--- src/hdl/mrle_pkg.sv ---
`default_nettype none

package mrle_pkg;

  // Sample and average width (signed Q8.8 at the default of 16)
  localparam int TempWidth   = 16;
  localparam int StepWidth   = 15;
  localparam int WeightWidth = 9;
  localparam int CfgWidth    = (StepWidth > WeightWidth) ? StepWidth : WeightWidth;
  localparam int CfgIdxWidth = 1;

  // Full blend weight, one in 1/256 units
  localparam int WeightOne = 256;

  // Difference and clamp width: room for temp +/- step without overflow
  localparam int DiffBase  = (TempWidth > StepWidth + 1) ? TempWidth : StepWidth + 1;
  localparam int DiffWidth = DiffBase + 2;
  // Blend sum: two products of temp by a 10-bit signed weight, plus carry
  localparam int ProdWidth = TempWidth + WeightWidth + 1;
  localparam int SumWidth  = ProdWidth + 1;
  localparam int WideWidth = (SumWidth > DiffWidth) ? SumWidth : DiffWidth;

  // Configuration register indexes
  localparam logic [CfgIdxWidth-1:0] CfgStepLimit   = 1'd0;
  localparam logic [CfgIdxWidth-1:0] CfgBlendWeight = 1'd1;

  // Reset values of the configuration registers
  localparam logic [StepWidth-1:0]   StepLimitReset   = StepWidth'(128);
  localparam logic [WeightWidth-1:0] BlendWeightReset = WeightWidth'(64);

  // Window result handed to the smoothing stage
  typedef struct packed {
    logic                        pass;
    logic signed [TempWidth-1:0] median;
  } window_t;

  // Saturate a wide signed value to the sample range
  function automatic logic signed [TempWidth-1:0] sat_temp(
    input logic signed [WideWidth-1:0] v
  );
    logic signed [WideWidth-1:0] hi;
    logic signed [WideWidth-1:0] lo;
    hi = {{(WideWidth - TempWidth + 1){1'b0}}, {(TempWidth - 1){1'b1}}};
    lo = ~hi;
    if (v > hi) begin
      sat_temp = hi[TempWidth-1:0];
    end else if (v < lo) begin
      sat_temp = lo[TempWidth-1:0];
    end else begin
      sat_temp = v[TempWidth-1:0];
    end
  endfunction

endpackage

`default_nettype wire

--- src/hdl/mrle_window.sv ---
`default_nettype none

module mrle_window (
  input  wire logic                                 clk_i,
  input  wire logic                                 rst_ni,
  input  wire logic                                 adv_i,
  input  wire logic signed [mrle_pkg::TempWidth-1:0] sample_i,
  output mrle_pkg::window_t                          win_o
);

  logic signed [mrle_pkg::TempWidth-1:0] w1_q;
  logic signed [mrle_pkg::TempWidth-1:0] w2_q;
  logic [1:0]                            fill_q;
  logic [1:0]                            fill_d;

  function automatic logic signed [mrle_pkg::TempWidth-1:0] middle_of(
    input logic signed [mrle_pkg::TempWidth-1:0] a,
    input logic signed [mrle_pkg::TempWidth-1:0] b,
    input logic signed [mrle_pkg::TempWidth-1:0] c
  );
    if (a > b) begin
      if (b > c) begin
        middle_of = b;
      end else if (a > c) begin
        middle_of = c;
      end else begin
        middle_of = a;
      end
    end else if (a > c) begin
      middle_of = a;
    end else if (b > c) begin
      middle_of = c;
    end else begin
      middle_of = b;
    end
  endfunction

  // Pass raw samples until two are stored; take the median from then on
  always_comb begin
    win_o.pass   = (fill_q < 2'd2);
    win_o.median = middle_of(w1_q, w2_q, sample_i);
  end

  // Count stored samples, hold at three
  always_comb begin
    fill_d = fill_q;
    if (adv_i && (fill_q != 2'd3)) begin
      fill_d = fill_q + 2'd1;
    end
  end

  always_ff @(posedge clk_i or negedge rst_ni) begin
    if (!rst_ni) begin
      fill_q <= 2'd0;
    end else begin
      fill_q <= fill_d;
    end
  end

  // Shift the window on each processed request
  always_ff @(posedge clk_i) begin
    if (adv_i) begin
      w1_q <= w2_q;
      w2_q <= sample_i;
    end
  end

  // A median request always leaves a full window behind
  assert property (@(posedge clk_i) disable iff (!rst_ni)
    adv_i && !win_o.pass |=> fill_q == 2'd3)
    else $error("window: median taken before the window filled");

endmodule

`default_nettype wire

--- src/hdl/mrle_smooth.sv ---
`default_nettype none

module mrle_smooth (
  input  wire logic                                    clk_i,
  input  wire logic                                    rst_ni,
  input  wire logic                                    adv_i,
  input  wire logic signed [mrle_pkg::TempWidth-1:0]   sample_i,
  input  wire mrle_pkg::window_t                       win_i,
  input  wire logic [mrle_pkg::StepWidth-1:0]          step_limit_i,
  input  wire logic [mrle_pkg::WeightWidth-1:0]        blend_weight_i,
  output logic signed [mrle_pkg::TempWidth-1:0]        filtered_o,
  output logic                                         stable_o
);

  localparam int Dw = mrle_pkg::DiffWidth;
  localparam int Pw = mrle_pkg::ProdWidth;
  localparam int Sw = mrle_pkg::SumWidth;
  localparam int Ww = mrle_pkg::WideWidth;
  localparam int Tw = mrle_pkg::TempWidth;
  localparam int Bw = mrle_pkg::WeightWidth;

  logic                 seeded_q;
  logic                 seeded_d;
  logic signed [Tw-1:0] avg_q;
  logic signed [Tw-1:0] avg_d;

  logic signed [Dw-1:0] diff;
  logic signed [Dw-1:0] step_s;
  logic signed [Dw-1:0] clamp_w;
  logic signed [Tw-1:0] clamped;
  logic [Bw-1:0]        weight;
  logic signed [Bw:0]   wt_new;
  logic signed [Bw:0]   wt_old;
  logic signed [Pw-1:0] prod_new;
  logic signed [Pw-1:0] prod_old;
  logic signed [Sw-1:0] blend_sum;
  logic signed [Sw-1:0] blend_shr;
  logic signed [Tw-1:0] blended;

  // Clamp the median to within the step limit of the average
  always_comb begin
    step_s = Dw'($signed({1'b0, step_limit_i}));
    diff   = Dw'(win_i.median) - Dw'(avg_q);
    if (diff > step_s) begin
      clamp_w = Dw'(avg_q) + step_s;
    end else if (diff < -step_s) begin
      clamp_w = Dw'(avg_q) - step_s;
    end else begin
      clamp_w = Dw'(win_i.median);
    end
    clamped = mrle_pkg::sat_temp(Ww'(clamp_w));
  end

  // Blend into the average, floor by the arithmetic shift
  always_comb begin
    weight    = (blend_weight_i > Bw'(mrle_pkg::WeightOne)) ?
                Bw'(mrle_pkg::WeightOne) : blend_weight_i;
    wt_new    = $signed({1'b0, weight});
    wt_old    = (Bw + 1)'(mrle_pkg::WeightOne) - wt_new;
    prod_new  = Pw'(clamped) * Pw'(wt_new);
    prod_old  = Pw'(avg_q) * Pw'(wt_old);
    blend_sum = Sw'(prod_new) + Sw'(prod_old);
    blend_shr = blend_sum >>> 8;
    blended   = mrle_pkg::sat_temp(Ww'(blend_shr));
  end

  // Select the result and the next average
  always_comb begin
    seeded_d   = seeded_q;
    avg_d      = avg_q;
    filtered_o = sample_i;
    stable_o   = seeded_q;
    if (!win_i.pass) begin
      if (!seeded_q) begin
        avg_d = win_i.median;
      end else begin
        avg_d = blended;
      end
      seeded_d   = 1'b1;
      filtered_o = avg_d;
      stable_o   = 1'b1;
    end
  end

  always_ff @(posedge clk_i or negedge rst_ni) begin
    if (!rst_ni) begin
      seeded_q <= 1'b0;
      avg_q    <= '0;
    end else if (adv_i) begin
      seeded_q <= seeded_d;
      avg_q    <= avg_d;
    end
  end

  // Once seeded, the average stays seeded until reset
  assert property (@(posedge clk_i) disable iff (!rst_ni)
    seeded_q |=> seeded_q)
    else $error("smooth: seeded flag dropped");

  // A median request seeds the average
  assert property (@(posedge clk_i) disable iff (!rst_ni)
    adv_i && !win_i.pass |=> seeded_q)
    else $error("smooth: median request left the average unseeded");

endmodule

`default_nettype wire

--- src/hdl/median_rate_limited_ema_filter_core.sv ---
`default_nettype none

// Channel   Direction  Handshake                  Payload
// in        input      in_valid_i / in_stall_o    sample_i
// out       output     out_valid_o / out_stall_i  filtered_o, stable_o
// cfg       input      cfg_we_i                   cfg_idx_i, cfg_data_i
//
// One request per cycle unless the output stalls, set by the average feedback:
// clamp and blend are combinational. Requests pass the input then output register.
// Reset clears the fill count, the seeded flag, the average and both valid flags.
// A stalled result holds the output register; the input register accepts while
// it is empty or while its request moves into the output register.

module median_rate_limited_ema_filter_core (
  input  wire logic                                     clk_i,
  input  wire logic                                     rst_ni,
  input  wire logic                                     in_valid_i,
  output logic                                          in_stall_o,
  input  wire logic signed [mrle_pkg::TempWidth-1:0]    sample_i,
  output logic                                          out_valid_o,
  input  wire logic                                     out_stall_i,
  output logic signed [mrle_pkg::TempWidth-1:0]         filtered_o,
  output logic                                          stable_o,
  input  wire logic                                     cfg_we_i,
  input  wire logic [mrle_pkg::CfgIdxWidth-1:0]         cfg_idx_i,
  input  wire logic [mrle_pkg::CfgWidth-1:0]            cfg_data_i
);

  logic [mrle_pkg::StepWidth-1:0]        step_limit_q;
  logic [mrle_pkg::WeightWidth-1:0]      blend_weight_q;

  logic                                  s1_valid_q;
  logic signed [mrle_pkg::TempWidth-1:0] sample_q;
  logic                                  out_valid_q;
  logic signed [mrle_pkg::TempWidth-1:0] filtered_q;
  logic                                  stable_q;

  logic                                  s2_ready;
  logic                                  adv;
  logic                                  in_accept;
  mrle_pkg::window_t                     win;
  logic signed [mrle_pkg::TempWidth-1:0] filtered_d;
  logic                                  stable_d;

  // Write configuration registers
  always_ff @(posedge clk_i or negedge rst_ni) begin
    if (!rst_ni) begin
      step_limit_q   <= mrle_pkg::StepLimitReset;
      blend_weight_q <= mrle_pkg::BlendWeightReset;
    end else if (cfg_we_i) begin
      case (cfg_idx_i)
        mrle_pkg::CfgStepLimit: begin
          step_limit_q <= cfg_data_i[mrle_pkg::StepWidth-1:0];
        end
        mrle_pkg::CfgBlendWeight: begin
          blend_weight_q <= cfg_data_i[mrle_pkg::WeightWidth-1:0];
        end
        default: begin
        end
      endcase
    end
  end

  // Advance when the output register is free or being taken
  assign s2_ready   = !out_valid_q || !out_stall_i;
  assign adv        = s1_valid_q && s2_ready;
  assign in_stall_o = s1_valid_q && !s2_ready;
  assign in_accept  = in_valid_i && !in_stall_o;

  // Input register
  always_ff @(posedge clk_i or negedge rst_ni) begin
    if (!rst_ni) begin
      s1_valid_q <= 1'b0;
    end else if (!in_stall_o) begin
      s1_valid_q <= in_valid_i;
    end
  end

  always_ff @(posedge clk_i) begin
    if (in_accept) begin
      sample_q <= sample_i;
    end
  end

  mrle_window u_window (
    .clk_i    (clk_i),
    .rst_ni   (rst_ni),
    .adv_i    (adv),
    .sample_i (sample_q),
    .win_o    (win)
  );

  mrle_smooth u_smooth (
    .clk_i          (clk_i),
    .rst_ni         (rst_ni),
    .adv_i          (adv),
    .sample_i       (sample_q),
    .win_i          (win),
    .step_limit_i   (step_limit_q),
    .blend_weight_i (blend_weight_q),
    .filtered_o     (filtered_d),
    .stable_o       (stable_d)
  );

  // Result register
  always_ff @(posedge clk_i or negedge rst_ni) begin
    if (!rst_ni) begin
      out_valid_q <= 1'b0;
    end else if (s2_ready) begin
      out_valid_q <= s1_valid_q;
    end
  end

  always_ff @(posedge clk_i) begin
    if (adv) begin
      filtered_q <= filtered_d;
      stable_q   <= stable_d;
    end
  end

  assign out_valid_o = out_valid_q;
  assign filtered_o  = filtered_q;
  assign stable_o    = stable_q;

  // Stall the input only when both registers hold a request
  assert property (@(posedge clk_i) disable iff (!rst_ni)
    in_stall_o |-> s1_valid_q && out_valid_q)
    else $error("core: input stalled with a free stage");

  // A held request in the input register keeps its sample
  assert property (@(posedge clk_i) disable iff (!rst_ni)
    s1_valid_q && !s2_ready |=> s1_valid_q && $stable(sample_q))
    else $error("core: held request lost or changed");

endmodule

`default_nettype wire
--- config.mk ---
export PLATFORM = sky130hd
export DESIGN_NAME = median_rate_limited_ema_filter_core
export DESIGN_NICKNAME = d
export VERILOG_FILES = /design/src/hdl/mrle_pkg.sv /design/src/hdl/mrle_window.sv /design/src/hdl/mrle_smooth.sv /design/src/hdl/median_rate_limited_ema_filter_core.sv
export SDC_FILE = /design/constraint.sdc
export NUM_CORES = 1
export LEC_CHECK = 0
export ABC_AREA = 0
export BUFFER_PORTS_ARGS = -buffer_cell sky130_fd_sc_hd__buf_4
export CAP_MARGIN = 20
export CORE_ASPECT_RATIO = 1.75
export CORE_MARGIN = 3
export CORE_UTILIZATION = 55
export CTS_BUF_LIST = sky130_fd_sc_hd__clkbuf_4 sky130_fd_sc_hd__clkbuf_8 sky130_fd_sc_hd__clkbuf_16
export CTS_CLUSTER_DIAMETER = 50
export DETAILED_ROUTE_END_ITERATION = 12
export GPL_TIMING_DRIVEN = 0
export PLACE_DENSITY = 0.72
export SLEW_MARGIN = 20
export SYNTH_ARGS = -nofsm -noshare
export SYNTH_HDL_FRONTEND = slang
export SYNTH_SLANG_ARGS = --single-unit
--- constraint.sdc ---
create_clock -name clk_i -period 29.2 [get_ports clk_i]
set_input_delay 2.92 -clock clk_i [delete_from_list [all_inputs] [get_ports clk_i]]
set_output_delay 2.92 -clock clk_i [all_outputs]
set_load 0.05 [all_outputs]
==> flow_summary.rst <==
.. list-table::
   :header-rows: 1

   * - Metric
     - Value
   * - Routed length per instance
     - 21.9 um
   * - Nets
     - a little under 3,000
   * - Data required time of the critical path
     - about 29,000 ps
   * - Synthesis warning total
     - 0
   * - Overall routed net length
     - 63,300 um
   * - Number of cells in the design after placement
     - between 2,000 and 3,000
   * - Startpoint of the worst setup timing path
     - sample_q[1]
   * - Final Max Slew Viols
     - 0
   * - Count of hold-fix buffers inserted at cts
     - 0
   * - Clk Latency, worst-skew pair
     - 380 ps
   * - Top-level I/O count
     - between 50 and 60
   * - Worst min-delay path class
     - reg -> reg
   * - Cell Area, Placed
     - ~0.022 mm^2
   * - Top area cells in the synthesized netlist
     - fa_1 31%, ha_1 13%, inv_1 9.5%
   * - Beginning of the worst hold path
     - u_window.fill_q[0]
   * - Number of max-capacitance violations reported
     - 0
   * - Peak clock frequency supported by timing
     - a little under 60 MHz
   * - Critical path start-end classification
     - reg -> reg
   * - Largest stage delay on the critical path
     - around 870 ps
   * - Crit. End Element
     - register
   * - Total congestion overflow after global routing
     - 0
   * - Gate count of the mapped netlist
     - 2,332
   * - Register cell area after layout
     - 0.00308 mm^2
   * - Buffers inserted during post-CTS setup optimization
     - 0
   * - Root buffer cell
     - clkbuf_16
   * - Post-synth EDFFs
     - 65
   * - Number of detailed-route iterations in the first pass
     - 8
   * - Number of antenna violations at the first check in global routing
     - 0
   * - ANT nets after route
     - 0
   * - Global router's overall resource usage
     - 0.321
   * - Number of fill cells
     - 3,263
   * - HPWL Detailed
     - around 54,000 um
   * - Most common cell on crit path
     - fa_1
   * - End of the worst register-to-register path
     - filtered_o[2]
   * - Maximum fanout along the worst path
     - 10
   * - Average size of a mapped cell
     - about 9 um^2
   * - Sequential area share after synthesis
     - 0.148
   * - Slowest cell on the critical path
     - o221ai_1
   * - RSZ-0062 raised after global routing
     - no
   * - Worst Setup Start Kind
     - register
   * - Post-CTS clock slew at the launch and capture registers of the worst setup and hold paths
     - 80 ps
   * - Final estimated routing congestion in global placement
     - ~0.96
   * - Fin Setup TNS
     - 0 ps
   * - Data arrival time at the worst-slack endpoint
     - roughly 17,000 ps
   * - Worst-case clock skew
     - roughly 11 ps
   * - Main combinational cell family by area after synthesis
     - adder cells
   * - Reg2Reg Setup Slack
     - 12,110 ps
   * - Mean number of vias per cell
     - 5.88
   * - Total vias in the final route
     - 17,000
   * - Fraction of synthesized cell area taken by the top area cell type
     - 0.306
   * - Maximum clock insertion buffer count
     - 2
   * - Worst slew margin relative to its limit
     - 0.234
   * - Most used flip-flop cell after synthesis
     - edfxtp_1
   * - Largest net degree at the start of global routing
     - 46
   * - Initial core utilization
     - 0.561
   * - Flip-flop and latch count after synthesis
     - 110
   * - Number of cells traversed by the worst register-to-register path
     - 54
   * - Area delta synth->final
     - 6.75%
   * - Post-detailed-route DRC marker count
     - 0
   * - Pin slew with the least headroom to its limit
     - 1140 ps
   * - Fin area
     - 0.0222 mm^2
   * - Number of port buffers
     - 55
   * - Compound-Gate Fraction of Synth Area
     - 0.125
   * - Share of synthesized cell area in and, or, nand and nor gates
     - 0.142
   * - TritonCTS Sinks
     - 110
   * - Vias in the first global route
     - 18,300
   * - Floorplan Core Area
     - 0.0371 mm^2
   * - Minimum clock period after layout
     - roughly 17,000 ps
   * - Global-route wire length before repair
     - 101,000 um
   * - Die span in x
     - 153 um
   * - Number of H-tree levels
     - 3
   * - Status
     - completed
   * - Worst min-delay path endpoint
     - u_window.fill_q[0]
   * - Floorplan die area
     - 0.0403 mm^2
   * - Adder-Cell Fraction of Synth Area
     - 0.435
   * - Unique masters post-synth
     - 97
   * - Mux share of post-synthesis cell area
     - 0.00781
   * - Xor/xnor cell area share of the yosys netlist
     - 0.0311
   * - Area of the multi-input gates
     - 0.0155 mm^2
   * - Antenna diodes
     - 0
   * - Resize count post-CTS
     - 0
   * - Iteration-0 DRC Markers
     - 1,219
   * - Clock tree from TritonCTS
     - built
   * - Number of standard cells in the layout, taps in and fillers out
     - 2,894
   * - Final count of hold timing violations
     - 0
   * - Synthesized area
     - 0.0208 mm^2
   * - Setup violation total in the final timing report
     - 0
   * - Period utilization
     - 0.585
   * - Cell taking the most area after synthesis
     - fa_1
   * - Fraction of final layout cells sized beyond drive strength 1
     - 0.0624
   * - Cell count of the worst hold path
     - 1
   * - Number of buffers added by the clock tree synthesis step
     - 9
   * - Post-synthesis async set-or-reset flop share
     - 0.409
   * - Worst flop-to-flop path startpoint
     - sample_q[1]
   * - Chip Height
     - 263 um
   * - Number of standard-cell rows in the floorplan
     - 93
## cells in the final DEF (no fill, tap or decap), types with 9 or more instances in the layout
master,netlist,layout
o22ai_1,42,42
conb_1,1,16
fa_1,318,318
o21a_1,12,12
clkbuf_16,0,10
o211ai_1,11,11
nand2b_1,27,27
o21ai_0,77,76
nor4_1,9,9
a211oi_1,12,12
edfxtp_1,65,65
nor2_1,139,139
nand2_1,247,247
and2_1,29,29
xor2_1,19,19
a21oi_1,98,98
a21o_1,21,21
clkbuf_1,43,43
buf_4,6,61
xnor2_1,55,55
inv_1,525,524
o21bai_1,9,9
nor2b_1,40,40
nand3_1,19,19
dfrtp_1,43,43
or3_1,13,13
nor3_1,57,57
mux2_2,10,10
ha_1,216,216
nand4_1,11,11
## worst max path at each step
| stage | to | cells after the start | slack (ps) |
|---|---|---|---|
| after CTS | filtered_o[2] | 54 | 12360 |
| after global placement | filtered_o[1] | 54 | 12180 |
| after detailed placement | filtered_o[2] | 54 | 12450 |
| after floorplan | filtered_o[1] | 55 | 16010 |
| after global routing | filtered_o[1] | 54 | 11250 |
| final | filtered_o[2] | 54 | 12110 |
## through the flow
step | hold slack [ps] | util | setup slack (ps)
final | 483 | 0.599 | 12110
after global routing | 511 | 0.599 | 11250
after CTS | 485 | 0.599 | 12360
after detailed placement | 471 | 0.590 | 12450
after global placement | 464 | 0.590 | 12180
after floorplan | 448 | - | 16010
## synthesized netlist by cell type (all sizes together), types with 8 or more instances
| master | n |
|---|---|
| a211oi | 13 |
| nand4 | 11 |
| xor2 | 19 |
| or3 | 13 |
| a21o | 25 |
| o21a | 13 |
| buf | 23 |
| o211ai | 13 |
| o21ai | 83 |
| nor3 | 59 |
| o31ai | 8 |
| nor2b | 42 |
| a31oi | 8 |
| nand2 | 247 |
| fa | 318 |
| a21oi | 100 |
| mux2 | 10 |
| o21bai | 9 |
| clkbuf | 43 |
| nor2 | 146 |
| nand3 | 20 |
| nor4 | 9 |
| and2 | 31 |
| ha | 216 |
| edfxtp | 65 |
| xnor2 | 55 |
| nand2b | 27 |
| dfrtp | 43 |
| inv | 525 |
| o22ai | 42 |
## kinds of logic after synthesis
logic type | Yosys count
and+or+nand+nor | 628
buffers and inverters | 593
adders and majority gates | 534
AOI/OAI and AO/OA | 377
DFF | 110
xor gates and xnor gates | 74
muxes | 15
other | 1
## registers in the layout (all words and copies together), names as in the netlist, 2 cells and up
signal and count:
filtered_o 16, sample_q 16, u_smooth.avg_q 16, u_window.w1_q 16
u_window.w2_q 16, step_limit_q 15, blend_weight_q 9, u_window.fill_q 2
## metal layers
metal	up-vias	GRT usage	wire (um)
met3	240	0.0298	3280
met4	0	0.224	5430
met5	-	0	0
met2	703	0.566	32700
met1	8470	0.363	21900
li1	7612	-	-
## critical path, delay by kind of cell (launching register included)
kind	cells	cell delay, ps
adder cells (fa/ha/maj)	12	5270
AO/OA/AOI/OAI	24	8260
flip-flops	1	430
XOR/XNOR	2	360
buffers and inverters	9	1270
AND/OR/NAND/NOR	7	1280
## area by class of cell
cell class,count,share of cell area
plain buffers,66,0.0153
clock buffers,12,0.0125
clock inverters,4,0.00203
inverters,527,0.0890
multi-input cells,1644,0.696
flip-flops and latches,110,0.139
well taps,475,0.0267
repair buffers,56,0.0195
Power is left out: the tool's default activity adds up to more than one toggle a clock period on the data nets, which glitch-free logic cannot reach.
